File: src/rtl/mlc_pkg.sv
// Package for the mu-law codec: item layouts, constants and action codes.
package mlc_pkg;

    localparam int unsigned PcmW  = 16;
    localparam int unsigned CodeW = 8;
    localparam int unsigned DataW = 24;

    localparam logic [5:0] MuBias = 6'd33;

    typedef enum logic {
        ACT_COMPRESS = 1'b0,
        ACT_EXPAND   = 1'b1
    } t_action;

    typedef struct packed {
        t_action           action;
        logic [CodeW-1:0]  code_in;
        logic [PcmW-1:0]   pcm_sample;
    } t_in_item;

    typedef struct packed {
        logic [PcmW-1:0]   pcm_out;
        logic [CodeW-1:0]  code_out;
    } t_out_item;

endpackage

File: src/rtl/mlc_encoder.sv
// Combinational mu-law compressor: 16-bit PCM sample to inverted codeword.
module mlc_encoder (
    input  logic signed [mlc_pkg::PcmW-1:0] i_pcm,
    output logic [mlc_pkg::CodeW-1:0]       o_code
);
    import mlc_pkg::*;

    logic signed [PcmW-1:0] s13;
    logic [PcmW-1:0]        neg_s13;
    logic                   neg;
    logic [13:0]            mag;
    logic [13:0]            biased;
    logic [2:0]             chord;
    logic [3:0]             step;

    always_comb begin
        neg     = i_pcm[PcmW-1];
        s13     = i_pcm >>> 2;
        neg_s13 = PcmW'(16'd0 - s13);
        mag     = neg ? neg_s13[13:0] : s13[13:0];
        biased  = mag + 14'(MuBias);
        chord   = 3'd0;
        for (int i = 5; i <= 12; i++) begin
            if (biased[i]) begin
                chord = 3'(i - 5);
            end
        end
        case (chord)
            3'd0:    step = biased[4:1];
            3'd1:    step = biased[5:2];
            3'd2:    step = biased[6:3];
            3'd3:    step = biased[7:4];
            3'd4:    step = biased[8:5];
            3'd5:    step = biased[9:6];
            3'd6:    step = biased[10:7];
            3'd7:    step = biased[11:8];
            default: step = 4'd0;
        endcase
        if (biased[13]) begin
            chord = 3'd7;
            step  = 4'hF;
        end
        o_code = ~{~neg, chord, step};
    end

endmodule

File: src/rtl/mlc_decoder.sv
// Combinational mu-law expander: inverted codeword to 16-bit PCM sample.
module mlc_decoder (
    input  logic [mlc_pkg::CodeW-1:0]        i_code,
    output logic signed [mlc_pkg::PcmW-1:0]  o_pcm
);
    import mlc_pkg::*;

    logic [CodeW-1:0] c;
    logic [2:0]       chord;
    logic [3:0]       step;
    logic [12:0]      biased;
    logic [12:0]      mag;
    logic [PcmW-1:0]  out_mag;

    always_comb begin
        c       = ~i_code;
        chord   = c[6:4];
        step    = c[3:0];
        biased  = (13'd1 << chord) | (13'(step) << ({1'b0, chord} + 4'd1))
                | (13'd32 << chord);
        mag     = biased - 13'(MuBias);
        out_mag = {1'b0, mag, 2'b00};
        o_pcm   = c[7] ? out_mag : PcmW'(16'd0 - out_mag);
    end

endmodule

File: src/rtl/mulaw_audio_codec.sv
// Top level of the mu-law codec: input register, compander and result register.
//
//  Channel  Dir  Handshake                 Contents
//  s        in   i_s_tvalid / o_s_tready   tdata {code_in, pcm_sample}, tuser action
//  m        out  o_m_tvalid / i_m_tready   tdata {pcm_out, code_out}
//
// An item passes through the input register and then the result register before
// it can leave; one item can be accepted every cycle while the output is not stalled.
// The input register and the result register advance together whenever the
// result register is empty or its item is being taken.
// Reset clears both valid flags; the block holds a stalled result and keeps
// one more item in the input register.
module mulaw_audio_codec (
    input  logic                       i_clk,
    input  logic                       i_rst_n,
    input  logic                       i_s_tvalid,
    output logic                       o_s_tready,
    input  logic [mlc_pkg::DataW-1:0]  i_s_tdata,  // pcm_sample[15:0], code_in[23:16]
    input  logic                       i_s_tuser,  // action[0]
    output logic                       o_m_tvalid,
    input  logic                       i_m_tready,
    output logic [mlc_pkg::DataW-1:0]  o_m_tdata   // code_out[7:0], pcm_out[23:8]
);
    import mlc_pkg::*;

    logic      r_s1_valid;
    logic      n_s1_valid;
    t_in_item  r_s1;
    logic      r_out_valid;
    logic      n_out_valid;
    t_out_item r_out;
    t_out_item n_out;
    logic      advance;
    logic      in_accept;
    logic [CodeW-1:0] enc_code;
    logic [PcmW-1:0]  dec_pcm;

    mlc_encoder u_enc (
        .i_pcm  (r_s1.pcm_sample),
        .o_code (enc_code)
    );

    mlc_decoder u_dec (
        .i_code (r_s1.code_in),
        .o_pcm  (dec_pcm)
    );

    always_comb begin
        advance     = !r_out_valid || i_m_tready;
        o_s_tready  = advance || !r_s1_valid;
        in_accept   = i_s_tvalid && o_s_tready;
        n_s1_valid  = in_accept || (r_s1_valid && !advance);
        n_out_valid = advance ? r_s1_valid : r_out_valid;
        case (r_s1.action)
            ACT_EXPAND: begin
                n_out.code_out = '0;
                n_out.pcm_out  = dec_pcm;
            end
            default: begin
                n_out.code_out = enc_code;
                n_out.pcm_out  = '0;
            end
        endcase
    end

    always_ff @(posedge i_clk) begin
        if (!i_rst_n) begin
            r_s1_valid  <= 1'b0;
            r_out_valid <= 1'b0;
        end else begin
            r_s1_valid  <= n_s1_valid;
            r_out_valid <= n_out_valid;
        end
    end

    always_ff @(posedge i_clk) begin
        if (in_accept) begin
            r_s1.action     <= t_action'(i_s_tuser);
            r_s1.pcm_sample <= i_s_tdata[PcmW-1:0];
            r_s1.code_in    <= i_s_tdata[PcmW+CodeW-1:PcmW];
        end
        if (advance && r_s1_valid) begin
            r_out <= n_out;
        end
    end

    assign o_m_tvalid = r_out_valid;
    assign o_m_tdata  = r_out;

`ifndef SYNTH
    a_fill_empty_output: assert property (@(posedge i_clk) disable iff (!i_rst_n)
        r_s1_valid && !o_m_tvalid |=> o_m_tvalid)
        else $error("Waiting item did not move into an empty result register.");

    a_ready_when_empty: assert property (@(posedge i_clk) disable iff (!i_rst_n)
        !o_m_tvalid |-> o_s_tready)
        else $error("Input stalled while the result register was empty.");

    a_one_field_zero: assert property (@(posedge i_clk) disable iff (!i_rst_n)
        o_m_tvalid |-> (o_m_tdata[7:0] == 8'd0 || o_m_tdata[23:8] == 16'd0))
        else $error("Result carries both a codeword and a sample.");
`endif

endmodule

File: config.mk
export PLATFORM = sky130hd
export DESIGN_NAME = mulaw_audio_codec
export DESIGN_NICKNAME = d
export VERILOG_FILES = /design/src/rtl/mlc_pkg.sv /design/src/rtl/mlc_encoder.sv /design/src/rtl/mlc_decoder.sv /design/src/rtl/mulaw_audio_codec.sv
export SDC_FILE = /design/constraint.sdc
export NUM_CORES = 1
export LEC_CHECK = 0
export BUFFER_PORTS_ARGS = -buffer_cell sky130_fd_sc_hd__buf_4
export CORE_ASPECT_RATIO = 0.5
export CORE_UTILIZATION = 30
export CTS_BUF_LIST = sky130_fd_sc_hd__clkbuf_4 sky130_fd_sc_hd__clkbuf_8
export DETAILED_ROUTE_END_ITERATION = 12
export PLACE_DENSITY = 0.54
export SLEW_MARGIN = 20
export SYNTH_ARGS = -nofsm -noshare
export SYNTH_HDL_FRONTEND = slang
export SYNTH_SLANG_ARGS = --single-unit
File: constraint.sdc
create_clock -name i_clk -period 5.6 [get_ports i_clk]
set_clock_uncertainty 0.15 [all_clocks]
set_input_delay 0.28 -clock i_clk [delete_from_list [all_inputs] [get_ports i_clk]]
set_output_delay 0.28 -clock i_clk [all_outputs]
set_load 0.02 [all_outputs]
### Word level (Yosys, flattened, before mapping)

Cells that the tools add are included.

* bits in registers: 51
* input port bits: 29
* output and inout port bits: 26
* word-level logic and storage cells: 52

* add/subtract/negate cells: 5
* equality and inequality tests: 7
* shift-type cells: 3
* muxes and demuxes: 12
* bitwise gates (word level): 6
* reductions and logical operators: 11

Operators with widths (number)
* $pmux W4 S8: 1
* $or A13 B13 Y13: 2
* $mux W3: 7
* $not A8 Y8: 2
* $sub A1 B15 Y16 const A: 1
* $mux W15: 1
* $add A14 B6 Y14 const B: 1
* $mux W14: 1
* $sub A1 B14 Y14 const A: 1
* $shl A1 B3 Y13 const A: 1
* $shl A4 B4 Y13: 1
* $shl A6 B3 Y13 const A: 1
* $sub A13 B6 Y13 const B: 1
* $eq A3 B3 Y1 const B: 4
* $eq A3 B2 Y1 const B: 2
* $add A3 B1 Y4 const B: 1
* $mux W4: 1
* $eq A3 B1 Y1 const B: 1
* $logic_and A1 B1 Y1: 3
* $logic_not A1 Y1: 3
* $logic_not A3 Y1: 1
* $logic_or A1 B1 Y1: 3
* $not A1 Y1: 2
* $reduce_or A2 Y1: 1
* $mux W1: 1

### Depth between registers and ports, before layout

Gate-level depths: netlist of run 1.

* depth in word-level cells: 14
* depth in mapped cells: 14
* mapped depth without buffers: 13

### By module

From an unflattened synthesis of run 1, not the netlist that was laid out.

* cell total of the unflattened synthesis: 444
* area, all modules: 4391.7 µm²

Modules (own cells, without submodules)
* mulaw_audio_codec: times used 1, cells each 84, area each 1742.9 µm², sequential area each 1511.4 µm²
* mlc_encoder: times used 1, cells each 178, area each 1425.1 µm², sequential area each 0.0 µm²
* mlc_decoder: times used 1, cells each 182, area each 1223.7 µm², sequential area each 0.0 µm²

### Least setup slack after synthesis of run 1

Ideal clock, no wire load.

* path kind: register to register
* start: register r_s1[22] in the netlist's numbering
* end: register r_out (netlist bit o_m_tdata[21]) (data pin)
* library setup time: 268 ps
* arrival: 3703 ps
* setup slack: 1478 ps
* cell stages (with the launch flop): 15
* buffers on the path: 4
* period minus slack after synthesis: 4122 ps
* cell sequence: edfxtp_1 clkbuf_1 clkbuf_1 inv_1 ha_1 clkbuf_1 or2_2 clkbuf_1 a221oi_1 o32ai_2 nor4b_1 xor2_1 or4_1 o31ai_1 mux2i_1

* word-level cells in the longest chain between the ends: 8
* elaborated cells on any way between the ends: 10

RTL lines
* start: declaration: line mulaw_audio_codec.sv:28 `t_in_item r_s1;`
* $not A8 Y8 (*): line mlc_decoder.sv:16 `c = ~i_code;`
* $add A3 B1 Y4: line mlc_decoder.sv:19 `biased = (13'd1 << chord) | (13'(step) << ({1'b0, chord} + 4'd1))`
* $shl A4 B4 Y13: line mlc_decoder.sv:19
* $or A13 B13 Y13: line mlc_decoder.sv:19
* $or A13 B13 Y13 (*): line mlc_decoder.sv:20 `| (13'd32 << chord);`
* $sub A13 B6 Y13 (*): line mlc_decoder.sv:21 `mag = biased - 13'(MuBias);`
* $sub A1 B15 Y16: line mlc_decoder.sv:23 `o_pcm = c[7] ? out_mag : PcmW'(16'd0 - out_mag);`
* $mux W15 (*): line mlc_decoder.sv:23
* end signal: assignment: line mulaw_audio_codec.sv:83 `r_out <= n_out;`
* end: declaration: line mulaw_audio_codec.sv:31 `t_out_item r_out;`

Every way passes the cells marked *; elsewhere a longest branch is shown, timed or not.
A chain may end at the register's enable or synchronous reset.

### Final worst setup path of run 1

* start: register r_s1[20] in the netlist's numbering
* end: register r_out (netlist bit o_m_tdata[21]) (data pin)

The elaborated chain is that of the path after synthesis.

==> report_table.html, run 1 <==
<table>
<tr><th>Metric</th><th>Value</th></tr>
<tr><th colspan="2">Power and ir drop</th></tr>
<tr><td>Design internal power</td><td>661.7 uW</td></tr>
<tr><td>Worst IR drop on VDD</td><td>~0.000095 V</td></tr>
<tr><td>Final Power</td><td>between 1 and 1.5 mW</td></tr>
<tr><td>Clock network fraction of total power</td><td>22.8%</td></tr>
<tr><td>Net Sw Power</td><td>365.2 uW</td></tr>
<tr><td>Portion of total power attributed to sequential cells</td><td>a little over two fifths</td></tr>
<tr><td>Comb pwr share</td><td>34.7%</td></tr>
<tr><td>Power density normalized to cell area</td><td>approximately 210 nW/um^2</td></tr>
<tr><td>Switching Fraction</td><td>35.56%</td></tr>
<tr><td>Static Leak</td><td>approximately 1.7 nW</td></tr>
<tr><th colspan="2">Clocking</th></tr>
<tr><td>H-tree depth</td><td>2</td></tr>
<tr><td>Clock root cell</td><td>clkbuf_8</td></tr>
<tr><td>Clock network latency to the later pin of the worst-skew pair</td><td>between 300 and 400 ps</td></tr>
<tr><td>Inserted Clock Buffers</td><td>5</td></tr>
<tr><td>Number of buffers added for setup after CTS</td><td>0</td></tr>
<tr><td>Clock slew seen by the registers of the worst setup and hold paths</td><td>around 100 ps</td></tr>
<tr><td>Number of clock sinks seen by CTS</td><td>47</td></tr>
<tr><td>Clock tree from TritonCTS</td><td>yes</td></tr>
<tr><td>Post-CTS sizing</td><td>0</td></tr>
<tr><td>Max Buffers Root-to-Sink</td><td>2</td></tr>
<tr><th colspan="2">Timing</th></tr>
<tr><td>Setup Viol. Count Final</td><td>0</td></tr>
<tr><td>Final Slew Violations</td><td>0</td></tr>
<tr><td>Worst slew margin relative to its limit</td><td>between 20% and 30%</td></tr>
<tr><td>Final hold viol count</td><td>0</td></tr>
<tr><td>Fmax</td><td>~220 MHz</td></tr>
<tr><td>Period minus WS final</td><td>4480 ps</td></tr>
<tr><td>Share of the clock period used by the worst path after layout</td><td>between 80 and 90%</td></tr>
<tr><td>Slew at the pin closest to its max-slew limit</td><td>about 1100 ps</td></tr>
<tr><td>Total negative slack for setup checks</td><td>0 ps</td></tr>
<tr><td>Setup repair after global routing missed its margin</td><td>no</td></tr>
<tr><th colspan="2">Yosys</th></tr>
<tr><td>Area share of the largest cell type after synthesis</td><td>around a third</td></tr>
<tr><td>Predominant post-synthesis flop cell</td><td>edfxtp_1</td></tr>
<tr><td>FF+latch count, synth</td><td>47</td></tr>
<tr><td>Mapped Cells</td><td>roughly 420</td></tr>
<tr><td>Count of cell types in the netlist</td><td>82</td></tr>
<tr><td>Leading post-synthesis cells by cell area</td><td>edfxtp_1, xnor2_1, nor2_1</td></tr>
<tr><td>Average cell area after synthesis</td><td>around 9.4 um^2</td></tr>
<tr><td>Most common cell in the synthesized netlist</td><td>edfxtp_1</td></tr>
<tr><td>Sequential area share after synthesis</td><td>between 30% and 40%</td></tr>
<tr><td>Synth top cells by count</td><td>edfxtp_1, nor2_1, nand2_1</td></tr>
<tr><td>Share of flip-flops with an asynchronous set or reset</td><td>0%</td></tr>
<tr><td>Number of synthesized flops with an enable pin</td><td>between 40 and 50</td></tr>
<tr><td>Dominant cell type by area after synthesis</td><td>edfxtp_1</td></tr>
<tr><td>Cell area after synthesis</td><td>between 3000 and 4000 um^2</td></tr>
<tr><td>Yosys warnings</td><td>0</td></tr>
<tr><th colspan="2">Cells and area</th></tr>
<tr><td>Count of antenna diodes in the layout</td><td>0</td></tr>
<tr><td>Fraction of layout instances using a drive strength above 1</td><td>a little under a fifth</td></tr>
<tr><td>Summed area of non-filler cells in the final layout</td><td>4786 um^2</td></tr>
<tr><td>Final layout net count</td><td>520</td></tr>
<tr><td>Area Overhead vs Synth</td><td>20.81%</td></tr>
<tr><td>FILL cells</td><td>1287</td></tr>
<tr><th colspan="2">Place</th></tr>
<tr><td>GP Congestion</td><td>0.8484</td></tr>
<tr><td>Count of input and output buffers</td><td>50</td></tr>
<tr><td>Placed Area</td><td>roughly 4500 um^2</td></tr>
<tr><td>Detailed placement HPWL</td><td>between 6 and 7 mm</td></tr>
<tr><th colspan="2">Global route</th></tr>
<tr><td>Leftover overflow at the end of global routing</td><td>0</td></tr>
<tr><td>Vias in the first global route</td><td>between 3000 and 4000</td></tr>
<tr><td>Pin count of the biggest net entering global routing</td><td>24</td></tr>
<tr><td>Number of antenna violations at the first check in global routing</td><td>0</td></tr>
<tr><td>First-pass GRT wire length</td><td>15.27 mm</td></tr>
<tr><td>Overall track demand over capacity in global routing</td><td>13.87%</td></tr>
<tr><th colspan="2">Outcome</th></tr>
<tr><td>Status</td><td>complete, no violations</td></tr>
<tr><th colspan="2">Drt</th></tr>
<tr><td>Detailed-route DRC error count</td><td>0</td></tr>
<tr><td>Drt via density</td><td>approximately 5.2</td></tr>
<tr><td>Vias after detailed routing</td><td>~3400</td></tr>
<tr><td>DRC violation total after the first TritonRoute iteration</td><td>~240</td></tr>
<tr><td>Post-detailed-route count of antenna-violating nets</td><td>0</td></tr>
<tr><td>First-pass DRT Iterations</td><td>4</td></tr>
<tr><td>DRT Wirelength</td><td>9.254 mm</td></tr>
<tr><td>Avg WL per Cell</td><td>approximately 14 um</td></tr>
<tr><th colspan="2">Die</th></tr>
<tr><td>Width of the die</td><td>between 150 and 200 um</td></tr>
<tr><td>Core area</td><td>roughly 13000 um^2</td></tr>
<tr><td>Top-level port count</td><td>55</td></tr>
<tr><td>Die area</td><td>between 10000 and 15000 um^2</td></tr>
<tr><td>Initial Utilization</td><td>a little under a third</td></tr>
<tr><td>Site row count</td><td>29</td></tr>
<tr><td>Die extent in y</td><td>between 80 and 90 um</td></tr>
<tr><th colspan="2">Critical path</th></tr>
<tr><td>CP Launch Type</td><td>flop</td></tr>
<tr><td>Worst Path Max Fanout</td><td>20</td></tr>
<tr><td>Worst endpoint data arrival time</td><td>between 4000 and 5000 ps</td></tr>
<tr><td>Critical path data required time</td><td>5510 ps</td></tr>
<tr><td>Type of the setup path with the least slack</td><td>reg2reg</td></tr>
<tr><td>Setup slack on the worst flop-to-flop path</td><td>between 1000 and 1500 ps</td></tr>
<tr><td>Crit. End Element</td><td>flop</td></tr>
<tr><th colspan="2">Worst hold path</th></tr>
<tr><td>Tightest Hold Check Type</td><td>in2reg</td></tr>
<tr><th colspan="2">Flow run</th></tr>
<tr><td>Max capacitance violation total</td><td>0</td></tr>
</table>
## routing by layer
metal / vias to the layer above / global-route usage, % / part of all wire, %
li1: 1739 / - / -
met1: 1618 / 17.77 / 46
met2: 61 / 23.78 / 49
met3: 10 / 2.647 / 3.2
met4: 0 / 3.586 / 1.2
met5: - / 0 / 0
## metrics by stage
| step | util (%) | cells | hold WS, ps | setup WS [ps] |
|---|---|---|---|---|
| finish | 37.47 | 653 | 28.43 | 1120 |
| detailed placement | 34.87 | 622 | 309.5 | 1172 |
| global route | 37.47 | 653 | 20.01 | 678.2 |
| CTS | 37.43 | 653 | 17.80 | 1164 |
| global placement | 34.87 | 622 | 308.5 | 1192 |
| floorplan | - | 423 | 228.9 | 1478 |
## timing repair
action                                  in CTS  in global routing
endpoints found under the hold margin       23                  0
hold buffers                                23                  0
endpoints found under the setup margin       0                  0
## critical path: stages, from the launching register on
cell and delay [ps]:
edfxtp_1 340, buf_4 220, inv_1 160, ha_1 680
mux2_2 290, mux2i_1 150, a221oi_1 420, nand2_1 180
nor4b_1 340, xor2_1 180, or4_1 540, o31ai_1 440
mux2i_1 130
## worst paths after layout
path                                       startpoint                           to  cells after the start
worst max register to register     r_s1[20]$_DFFE_PP_  o_m_tdata[21]$_SDFFCE_PN0P_                     12
worst max-delay path               r_s1[20]$_DFFE_PP_  o_m_tdata[21]$_SDFFCE_PN0P_                     12
worst min register to register  r_s1_valid$_SDFF_PN0_      o_m_tvalid$_SDFFE_PN0P_                      1
worst min-delay path                          i_rst_n      o_m_tvalid$_SDFFE_PN0P_                      2
## layout make-up
cell class | count | area (um^2) | area share [%]
multi-input cells | 334 | 2390 | 49.93
flip-flops and latches | 47 | 1391 | 29.07
repair buffers | 76 | 628.1 | 13.12
well taps | 170 | 212.7 | 4.444
clock buffers | 5 | 68.82 | 1.438
inverters | 18 | 67.56 | 1.412
clock inverters | 3 | 27.53 | 0.5752
## sequential cells by signal, indices dropped and copies added (netlist names)
name / flops
o_m_tdata: 22
r_s1: 23
r_s1_valid: 1
o_m_tvalid: 1
## power by group through the flow
stage | clock, mW | sequential (mW) | combinational [mW]
after floorplan | 0 | 0.449 | 0.253
after global placement | 0 | 0.445 | 0.341
after detailed placement | 0 | 0.445 | 0.342
after CTS | 0.241 | 0.437 | 0.356
after global routing | 0.253 | 0.441 | 0.395
final | 0.234 | 0.437 | 0.356
## layout by cell type, fill, tap and decap left out, types with 5 or more instances in the layout
master and count:
o21ai_0 21, inv_1 18, nand2_1 22, o31ai_1 9
nor3_1 14, clkbuf_8 5, or2_2 5, ha_1 9
a21o_1 5, nor2b_1 11, nor4_1 7, a21oi_1 11
mux2i_1 6, and2_1 8, nor2_1 38, dlygate4sd3_1 23
edfxtp_1 45, nand2b_1 9, xnor2_1 20, a211oi_1 8
and3_1 5, buf_4 53, xor2_1 14
## logic make-up (layout without fill, tap and decap cells)
| family | count (synthesis) | count (layout) | synth area share, % |
|---|---|---|---|
| simple gates | 157 | 157 | 22.52 |
| compound gates | 122 | 122 | 24.29 |
| flops | 47 | 47 | 35.12 |
| buf+inv | 42 | 102 | 4.832 |
| xor+xnor | 35 | 35 | 7.928 |
| fa+ha+maj | 9 | 9 | 2.843 |
| mux | 9 | 9 | 2.369 |
| other cells | 1 | 2 | 0.09467 |
Note: power is estimated with default switching activity, not from simulation.
==> run 2: changes to the inputs <==
--- a/config.mk
+++ b/config.mk
@@ -10,7 +10,7 @@
 export CORE_UTILIZATION = 30
 export CTS_BUF_LIST = sky130_fd_sc_hd__clkbuf_4 sky130_fd_sc_hd__clkbuf_8
 export DETAILED_ROUTE_END_ITERATION = 12
-export PLACE_DENSITY = 0.54
+export PLACE_DENSITY = 0.56
 export SLEW_MARGIN = 20
 export SYNTH_ARGS = -nofsm -noshare
 export SYNTH_HDL_FRONTEND = slang
==> constraint.sdc (replaced) <==
create_clock -name i_clk -period 4.1 [get_ports i_clk]
set_clock_uncertainty 0.15 [all_clocks]
set_input_delay 0.205 -clock i_clk [delete_from_list [all_inputs] [get_ports i_clk]]
set_output_delay 0.205 -clock i_clk [all_outputs]
set_load 0.02 [all_outputs]
==> run 2 against run 1 <==
  * Sequential share of layout area fell by 1.7 points
  * Worst setup slack got worse by 930 ps
  * Design area rose by 6.3%
  * Clock power rose by 37%
  * Worst hold slack improved by 69 ps
  * Non-clock buffer count rose by 35
  * Sequential power rose by 34%
  * First-iteration DRC count fell by 0.84%
  * Critical path depth rose by 1
  * Via count rose by 3.7%
  * Sequential cell count did not move
  * Wire length rose by 3.7%
==> report_table.html, run 2 (synthesized netlist as in run 1, its figures left out) <==
<table>
<tr><th>Metric</th><th>Value</th></tr>
<tr><th colspan="2">Cells and area</th></tr>
<tr><td>Count of antenna diodes in the layout</td><td>0</td></tr>
<tr><td>Commonest non-fill, non-tap cells in the layout</td><td>buf_4, edfxtp_1, nor2_1, dlygate4sd3_1, nand2_1</td></tr>
<tr><td>Most common library cell in the layout ignoring fill and taps</td><td>buf_4</td></tr>
<tr><td>Flip-flop count of the largest register, all copies and words added</td><td>23</td></tr>
<tr><td>Final layout net count</td><td>between 500 and 600</td></tr>
<tr><td>Fraction of layout instances using a drive strength above 1</td><td>24.13%</td></tr>
<tr><td>FILL cells</td><td>1267</td></tr>
<tr><td>Summed area of non-filler cells in the final layout</td><td>roughly 5000 um^2</td></tr>
<tr><td>Multi-input logic area</td><td>~2400 um^2</td></tr>
<tr><td>Register name with the most flops</td><td>r_s1</td></tr>
<tr><td>FF+latch area</td><td>1391 um^2</td></tr>
<tr><td>Area Overhead vs Synth</td><td>28.43%</td></tr>
<tr><th colspan="2">Timing</th></tr>
<tr><td>Total negative slack for setup checks</td><td>0 ps</td></tr>
<tr><td>Final hold viol count</td><td>0</td></tr>
<tr><td>Period minus WS final</td><td>between 3000 and 4000 ps</td></tr>
<tr><td>Slew at the pin closest to its max-slew limit</td><td>around 1000 ps</td></tr>
<tr><td>Worst slew margin relative to its limit</td><td>30.43%</td></tr>
<tr><td>Share of the clock period used by the worst path after layout</td><td>between 90% and 100%</td></tr>
<tr><td>Setup repair after global routing missed its margin</td><td>no</td></tr>
<tr><td>Final Slew Violations</td><td>0</td></tr>
<tr><td>Fmax</td><td>255.6 MHz</td></tr>
<tr><td>Final worst-path setup slack</td><td>between 150 and 200 ps</td></tr>
<tr><td>Setup Viol. Count Final</td><td>0</td></tr>
<tr><td>Worst hold margin</td><td>just under 100 ps</td></tr>
<tr><th colspan="2">Global route</th></tr>
<tr><td>Number of antenna violations at the first check in global routing</td><td>0</td></tr>
<tr><td>Pin count of the biggest net entering global routing</td><td>24</td></tr>
<tr><td>Leftover overflow at the end of global routing</td><td>0</td></tr>
<tr><td>Overall track demand over capacity in global routing</td><td>between 10 and 15%</td></tr>
<tr><td>Vias in the first global route</td><td>3345</td></tr>
<tr><td>First-pass GRT wire length</td><td>between 15 and 20 mm</td></tr>
<tr><th colspan="2">Drt</th></tr>
<tr><td>Avg WL per Cell</td><td>between 10 and 15 um</td></tr>
<tr><td>DRT Wirelength</td><td>~9.6 mm</td></tr>
<tr><td>DRC violation total after the first TritonRoute iteration</td><td>around 240</td></tr>
<tr><td>First-pass DRT Iterations</td><td>4</td></tr>
<tr><td>Detailed-route DRC error count</td><td>0</td></tr>
<tr><td>Drt via density</td><td>5.166</td></tr>
<tr><td>Vias after detailed routing</td><td>3554</td></tr>
<tr><td>Post-detailed-route count of antenna-violating nets</td><td>0</td></tr>
<tr><th colspan="2">Clocking</th></tr>
<tr><td>Number of clock sinks seen by CTS</td><td>47</td></tr>
<tr><td>Clock network latency to the later pin of the worst-skew pair</td><td>~330 ps</td></tr>
<tr><td>Clock tree from TritonCTS</td><td>yes</td></tr>
<tr><td>H-tree depth</td><td>2</td></tr>
<tr><td>Max Buffers Root-to-Sink</td><td>2</td></tr>
<tr><td>Clock slew seen by the registers of the worst setup and hold paths</td><td>around 110 ps</td></tr>
<tr><td>Clock root cell</td><td>clkbuf_8</td></tr>
<tr><td>Inserted Clock Buffers</td><td>5</td></tr>
<tr><th colspan="2">Power and ir drop</th></tr>
<tr><td>Design internal power</td><td>942.2 uW</td></tr>
<tr><td>Final Power</td><td>~1.5 mW</td></tr>
<tr><td>Static Leak</td><td>roughly 1.9 nW</td></tr>
<tr><td>Clock network fraction of total power</td><td>22.0%</td></tr>
<tr><td>Switching Fraction</td><td>a little over a third</td></tr>
<tr><td>Portion of total power attributed to sequential cells</td><td>between 40% and 50%</td></tr>
<tr><td>Power density normalized to cell area</td><td>between 200 and 300 nW/um^2</td></tr>
<tr><td>Net Sw Power</td><td>approximately 500 uW</td></tr>
<tr><td>Worst IR drop on VDD</td><td>roughly 0.00015 V</td></tr>
<tr><td>Comb pwr share</td><td>between 30% and 40%</td></tr>
<tr><th colspan="2">Critical path</th></tr>
<tr><td>Cell count of the worst reg-to-reg path</td><td>13</td></tr>
<tr><td>Slowest-stage cell, CP</td><td>or4_4</td></tr>
<tr><td>Worst endpoint data arrival time</td><td>3920 ps</td></tr>
<tr><td>Most used cell along the critical path</td><td>inv_1</td></tr>
<tr><td>Critical path data required time</td><td>4110 ps</td></tr>
<tr><td>Type of the setup path with the least slack</td><td>reg2reg</td></tr>
<tr><td>List of cells traversed by the critical path</td><td>inv_1, ha_2, nand2_1, o21ai_0, ha_1, inv_1, or4_4, a21o_1, o31a_1, or2_4, and3_1, or4_1, nor4b_2</td></tr>
<tr><td>FF-to-FF Start</td><td>r_s1[3]$_DFFE_PP_</td></tr>
<tr><td>CP Launch Type</td><td>flop</td></tr>
<tr><td>Critical R2R Capture</td><td>o_m_tdata[2]$_SDFFCE_PP0P_</td></tr>
<tr><td>Setup slack on the worst flop-to-flop path</td><td>~190 ps</td></tr>
<tr><td>Crit. End Element</td><td>flop</td></tr>
<tr><td>Max stage delay on crit path</td><td>about 570 ps</td></tr>
<tr><td>Worst Path Max Fanout</td><td>6</td></tr>
<tr><th colspan="2">Place</th></tr>
<tr><td>Detailed placement HPWL</td><td>roughly 7 mm</td></tr>
<tr><td>Count of input and output buffers</td><td>50</td></tr>
<tr><td>Placed Area</td><td>approximately 4700 um^2</td></tr>
<tr><td>GP Congestion</td><td>0.8483</td></tr>
<tr><td>Placement Setup Slack</td><td>between 150 and 200 ps</td></tr>
<tr><th colspan="2">Outcome</th></tr>
<tr><td>Status</td><td>complete, no violations</td></tr>
<tr><th colspan="2">Die</th></tr>
<tr><td>Core area</td><td>roughly 13000 um^2</td></tr>
<tr><td>Die extent in y</td><td>between 80 and 90 um</td></tr>
<tr><td>Site row count</td><td>29</td></tr>
<tr><td>Top-level port count</td><td>55</td></tr>
<tr><td>Initial Utilization</td><td>31.01%</td></tr>
<tr><td>Die area</td><td>13700 um^2</td></tr>
<tr><td>Width of the die</td><td>164.5 um</td></tr>
<tr><th colspan="2">Flow run</th></tr>
<tr><td>Max capacitance violation total</td><td>0</td></tr>
<tr><th colspan="2">Worst hold path</th></tr>
<tr><td>Terminating pin of the worst hold path</td><td>o_m_tvalid$_SDFFE_PN0P_</td></tr>
<tr><td>Hold path startpoint</td><td>i_m_tready</td></tr>
<tr><td>Hold path depth</td><td>3</td></tr>
<tr><td>Tightest Hold Check Type</td><td>in2reg</td></tr>
</table>
==> run 2: worst max path at each step <==
| stage | start | to | slack, ps | cells after the start |
|---|---|---|---|---|
| 2_1_floorplan | r_s1[22]$_DFFE_PP_ | o_m_tdata[21]$_SDFFCE_PN0P_ | 80 | 14 |
| 3_3_place_gp | r_s1[3]$_DFFE_PP_ | o_m_tdata[2]$_SDFFCE_PP0P_ | 180 | 11 |
| 3_5_place_dp | r_s1[3]$_DFFE_PP_ | o_m_tdata[2]$_SDFFCE_PP0P_ | 150 | 11 |
| 4_1_cts | r_s1[3]$_DFFE_PP_ | o_m_tdata[2]$_SDFFCE_PP0P_ | 120 | 11 |
| 5_1_grt | r_s1[3]$_DFFE_PP_ | o_m_tdata[2]$_SDFFCE_PP0P_ | 4 | 13 |
| 6_report | r_s1[3]$_DFFE_PP_ | o_m_tdata[2]$_SDFFCE_PP0P_ | 190 | 13 |
==> run 2: layout make-up <==
| class | count | share of cell area (%) |
|---|---|---|
| multi-input combinational | 334 | 47.64 |
| sequential | 47 | 27.35 |
| timing repair buffer | 111 | 17.61 |
| tap | 170 | 4.181 |
| clock buffer | 5 | 1.353 |
| inverter | 18 | 1.328 |
| clock inverter | 3 | 0.5411 |
==> run 2: per-stage QoR <==
step	util (%)	std cells
after global routing	39.83	688
after global placement	36.76	654
after detailed placement	36.76	654
after CTS	39.47	687
final	39.83	688
after floorplan	-	423
==> run 2: power by group through the flow <==
stage / Clock [mW] / Combinational (mW) / Sequential [mW]
5_1_grt: 0.351 / 0.604 / 0.591
4_1_cts: 0.332 / 0.541 / 0.587
6_report: 0.320 / 0.548 / 0.586
2_1_floorplan: 0 / 0.345 / 0.614
3_5_place_dp: 0 / 0.519 / 0.598
3_3_place_gp: 0 / 0.517 / 0.597
==> run 2: worst max-delay path, delay by kind of cell (launching register included) <==
kind            cells  cell delay (ps)
simple gates        6             1830
compound gates      3              720
fa+ha+maj           2              550
flops               1              380
buf+inv             2              130
==> run 2: routing by layer <==
layer | GRT usage, % | wire length [um]
met1 | 18.58 | 4489
met2 | 24.86 | 4683
met3 | 2.547 | 326
met4 | 4.170 | 102
met5 | 0 | 0
==> run 2: timing repair <==
action                                 4_1_cts  5_1_grt
endpoints found under the hold margin       25        0
buffers inserted                             0        1
hold buffers                                25        0
setup endpoints to repair                    0        5
resized for setup                            0        6
==> run 3: changes to the inputs <==
--- a/config.mk
+++ b/config.mk
@@ -5,6 +5,7 @@
 export SDC_FILE = /design/constraint.sdc
 export NUM_CORES = 1
 export LEC_CHECK = 0
+export ABC_AREA = 1
 export BUFFER_PORTS_ARGS = -buffer_cell sky130_fd_sc_hd__buf_4
 export CORE_ASPECT_RATIO = 0.5
 export CORE_UTILIZATION = 30
==> run 3 against run 2 <==
  * Fmax grew 14%
  * Highest routed layer unchanged
  * Combinational power shrank 18%
  * Largest power group unchanged
  * Core utilization shrank 1.3 points
  * Via count shrank 5.6%
==> report_table.html, run 3 <==
<table>
<tr><th>Metric</th><th>Value</th></tr>
<tr><th colspan="2">Drt</th></tr>
<tr><td>Detailed-route DRC error count</td><td>0</td></tr>
<tr><td>Avg WL per Cell</td><td>11.00 um</td></tr>
<tr><td>Post-detailed-route count of antenna-violating nets</td><td>0</td></tr>
<tr><td>DRC violation total after the first TritonRoute iteration</td><td>approximately 140</td></tr>
<tr><td>First-pass DRT Iterations</td><td>11</td></tr>
<tr><td>Vias after detailed routing</td><td>roughly 3400</td></tr>
<tr><td>DRT Wirelength</td><td>about 8.2 mm</td></tr>
<tr><td>Drt via density</td><td>~4.5</td></tr>
<tr><th colspan="2">Power and ir drop</th></tr>
<tr><td>Design internal power</td><td>approximately 910 uW</td></tr>
<tr><td>Clock network fraction of total power</td><td>25.9%</td></tr>
<tr><td>Static Leak</td><td>2.155 nW</td></tr>
<tr><td>Power density normalized to cell area</td><td>between 300 and 400 nW/um^2</td></tr>
<tr><td>Worst IR drop on VDD</td><td>between 0.0001 and 0.00015 V</td></tr>
<tr><td>Switching Fraction</td><td>between 30% and 40%</td></tr>
<tr><td>Comb pwr share</td><td>around 32%</td></tr>
<tr><td>Portion of total power attributed to sequential cells</td><td>42.1%</td></tr>
<tr><td>Final Power</td><td>around 1.4 mW</td></tr>
<tr><td>Net Sw Power</td><td>approximately 480 uW</td></tr>
<tr><th colspan="2">Die</th></tr>
<tr><td>Site row count</td><td>28</td></tr>
<tr><td>Core area</td><td>11880 um^2</td></tr>
<tr><td>Top-level port count</td><td>55</td></tr>
<tr><td>Initial Utilization</td><td>a little under a third</td></tr>
<tr><td>Die extent in y</td><td>approximately 80 um</td></tr>
<tr><td>Width of the die</td><td>roughly 160 um</td></tr>
<tr><td>Die area</td><td>between 10000 and 15000 um^2</td></tr>
<tr><th colspan="2">Critical path</th></tr>
<tr><td>Worst Path Max Fanout</td><td>10</td></tr>
<tr><td>Critical path data required time</td><td>about 4000 ps</td></tr>
<tr><td>Type of the setup path with the least slack</td><td>reg2reg</td></tr>
<tr><td>Crit. End Element</td><td>flop</td></tr>
<tr><td>CP Launch Type</td><td>flop</td></tr>
<tr><td>Worst endpoint data arrival time</td><td>approximately 3400 ps</td></tr>
<tr><th colspan="2">Global route</th></tr>
<tr><td>Number of antenna violations at the first check in global routing</td><td>0</td></tr>
<tr><td>Vias in the first global route</td><td>roughly 3000</td></tr>
<tr><td>Pin count of the biggest net entering global routing</td><td>24</td></tr>
<tr><td>Overall track demand over capacity in global routing</td><td>a little over an eighth</td></tr>
<tr><td>Leftover overflow at the end of global routing</td><td>0</td></tr>
<tr><td>First-pass GRT wire length</td><td>around 14 mm</td></tr>
<tr><th colspan="2">Place</th></tr>
<tr><td>GP Congestion</td><td>around 0.89</td></tr>
<tr><td>Detailed placement HPWL</td><td>~6.3 mm</td></tr>
<tr><td>Count of input and output buffers</td><td>50</td></tr>
<tr><th colspan="2">Worst hold path</th></tr>
<tr><td>Tightest Hold Check Type</td><td>in2reg</td></tr>
<tr><th colspan="2">Clocking</th></tr>
<tr><td>Clock network latency to the later pin of the worst-skew pair</td><td>a little over 300 ps</td></tr>
<tr><td>H-tree depth</td><td>2</td></tr>
<tr><td>Clock root cell</td><td>clkbuf_8</td></tr>
<tr><td>Post-CTS sizing</td><td>0</td></tr>
<tr><td>Max Buffers Root-to-Sink</td><td>2</td></tr>
<tr><td>Inserted Clock Buffers</td><td>5</td></tr>
<tr><td>Clock slew seen by the registers of the worst setup and hold paths</td><td>about 100 ps</td></tr>
<tr><td>Number of clock sinks seen by CTS</td><td>47</td></tr>
<tr><td>Clock tree from TritonCTS</td><td>yes</td></tr>
<tr><th colspan="2">Timing</th></tr>
<tr><td>Worst hold margin</td><td>56.58 ps</td></tr>
<tr><td>Fmax</td><td>about 290 MHz</td></tr>
<tr><td>Total negative slack for setup checks</td><td>0 ps</td></tr>
<tr><td>Period minus WS final</td><td>roughly 3400 ps</td></tr>
<tr><td>Setup Viol. Count Final</td><td>0</td></tr>
<tr><td>Slew at the pin closest to its max-slew limit</td><td>922.4 ps</td></tr>
<tr><td>Share of the clock period used by the worst path after layout</td><td>83.43%</td></tr>
<tr><td>Worst slew margin relative to its limit</td><td>around 38%</td></tr>
<tr><td>Final hold viol count</td><td>0</td></tr>
<tr><td>Final Slew Violations</td><td>0</td></tr>
<tr><td>Setup repair after global routing missed its margin</td><td>no</td></tr>
<tr><th colspan="2">Yosys</th></tr>
<tr><td>Average cell area after synthesis</td><td>7.310 um^2</td></tr>
<tr><td>Synth top cells by count</td><td>nand2_1, inv_1, nand3_1</td></tr>
<tr><td>Count of cell types in the netlist</td><td>39</td></tr>
<tr><td>Mapped Cells</td><td>around 500</td></tr>
<tr><td>Leading post-synthesis cells by cell area</td><td>edfxtp_1, nand2_1, nand3_1</td></tr>
<tr><td>Area share of the largest cell type after synthesis</td><td>a little under two fifths</td></tr>
<tr><td>Cell area after synthesis</td><td>3670 um^2</td></tr>
<tr><td>Number of synthesized flops with an enable pin</td><td>between 40 and 50</td></tr>
<tr><td>Predominant post-synthesis flop cell</td><td>edfxtp_1</td></tr>
<tr><td>Sequential area share after synthesis</td><td>37.91%</td></tr>
<tr><td>Yosys warnings</td><td>0</td></tr>
<tr><td>Most common cell in the synthesized netlist</td><td>nand2_1</td></tr>
<tr><td>Share of flip-flops with an asynchronous set or reset</td><td>0%</td></tr>
<tr><td>FF+latch count, synth</td><td>47</td></tr>
<tr><td>Dominant cell type by area after synthesis</td><td>edfxtp_1</td></tr>
<tr><th colspan="2">Flow run</th></tr>
<tr><td>Max capacitance violation total</td><td>0</td></tr>
<tr><th colspan="2">Cells and area</th></tr>
<tr><td>Final layout net count</td><td>just over 600</td></tr>
<tr><td>Register name with the most flops</td><td>r_s1</td></tr>
<tr><td>Multi-input logic area</td><td>approximately 2000 um^2</td></tr>
<tr><td>Most common library cell in the layout ignoring fill and taps</td><td>nand2_1</td></tr>
<tr><td>FILL cells</td><td>roughly 1200</td></tr>
<tr><td>FF+latch area</td><td>between 1000 and 1500 um^2</td></tr>
<tr><td>Count of antenna diodes in the layout</td><td>0</td></tr>
<tr><td>Area Overhead vs Synth</td><td>24.58%</td></tr>
<tr><td>Commonest non-fill, non-tap cells in the layout</td><td>nand2_1, inv_1, nand3_1, buf_4, nor2_1</td></tr>
<tr><td>Fraction of layout instances using a drive strength above 1</td><td>roughly 18%</td></tr>
<tr><td>Flip-flop count of the largest register, all copies and words added</td><td>23</td></tr>
<tr><th colspan="2">Outcome</th></tr>
<tr><td>Status</td><td>complete, no violations</td></tr>
</table>
run 3: path summary, 6_finish.rpt:
| check | startpoint | end | slack [ps] | cells past startpoint |
|---|---|---|---|---|
| setup / recovery | r_s1[20]$_DFFE_PP_ | o_m_tdata[21]$_SDFFCE_PN0P_ | 680 | 17 |
| hold / removal | i_m_tready | o_m_tvalid$_SDFFE_PN0P_ | 60 | 4 |
| setup reg to reg | r_s1[20]$_DFFE_PP_ | o_m_tdata[21]$_SDFFCE_PN0P_ | 680 | 17 |
| hold reg to reg | r_s1_valid$_SDFF_PN0_ | o_m_tvalid$_SDFFE_PN0P_ | 390 | 2 |
run 3: metrics by stage:
stage / utilization (%) / cells / setup WS [ps] / area, um^2
6_report: 38.50 / 743 / 679.2 / 4572
5_1_grt: 38.50 / 743 / 312.8 / 4572
4_1_cts: 38.50 / 743 / 672.9 / 4572
3_5_place_dp: 35.41 / 710 / 691.2 / 4205
3_3_place_gp: 35.35 / 710 / 702.6 / 4198
2_1_floorplan: - / 503 / 1086 / 3674
run 3: power by group through the flow:
stage / combinational [mW] / clock [mW] / sequential [mW]
2_1_floorplan: 0.309 / 0 / 0.607
3_3_place_gp: 0.424 / 0 / 0.598
3_5_place_dp: 0.426 / 0 / 0.598
4_1_cts: 0.447 / 0.371 / 0.587
5_1_grt: 0.505 / 0.388 / 0.591
6_report: 0.447 / 0.361 / 0.587
run 3: cell type report:
cell class	count	area share [%]
well taps	165	4.516
clock inverters	3	1.040
flip-flops and latches	47	30.43
inverters	74	6.076
multi-input cells	374	42.75
clock buffers	5	1.505
repair buffers	75	13.68
run 3: metal layers:
layer / track usage [%] / share of wire [%] / up-vias
met1: 16.62 / 47 / 1511
met3: 2.159 / 2.0 / 6
li1: - / - / 1790
met2: 23.99 / 50 / 48
met4: 2.885 / 0.72 / 0
met5: 0 / 0 / -
run 3: kinds of logic (layout without fill, tap and decap cells):
family	count (synthesis)	count (layout)	share of synthesized area [%]
adders and majority gates	9	9	3.069
other	1	2	0.1022
and+or+nand+nor	306	306	40.27
AOI/OAI and AO/OA	50	50	7.740
buffers and inverters	82	157	9.240
xor gates and xnor gates	7	7	1.671
DFF	47	47	37.91
run 3: timing repair:
| action | in CTS | in global routing |
|---|---|---|
| hold buffers | 25 | 0 |
| setup buffers | 0 | 0 |
| endpoints found under the hold margin | 25 | 0 |
run 3: worst max-delay path, stage by stage, from the launching register on:
cell	delay [ps]
edfxtp_1	550
inv_2	120
ha_1	230
ha_1	310
inv_1	180
nand3_1	170
o21ai_2	290
ha_1	290
inv_1	70
nand3_1	90
inv_1	90
nand3_1	90
nor2_1	140
nand3_1	100
nand2_1	120
nand3_1	90
nand2_1	60
nor2_1	50
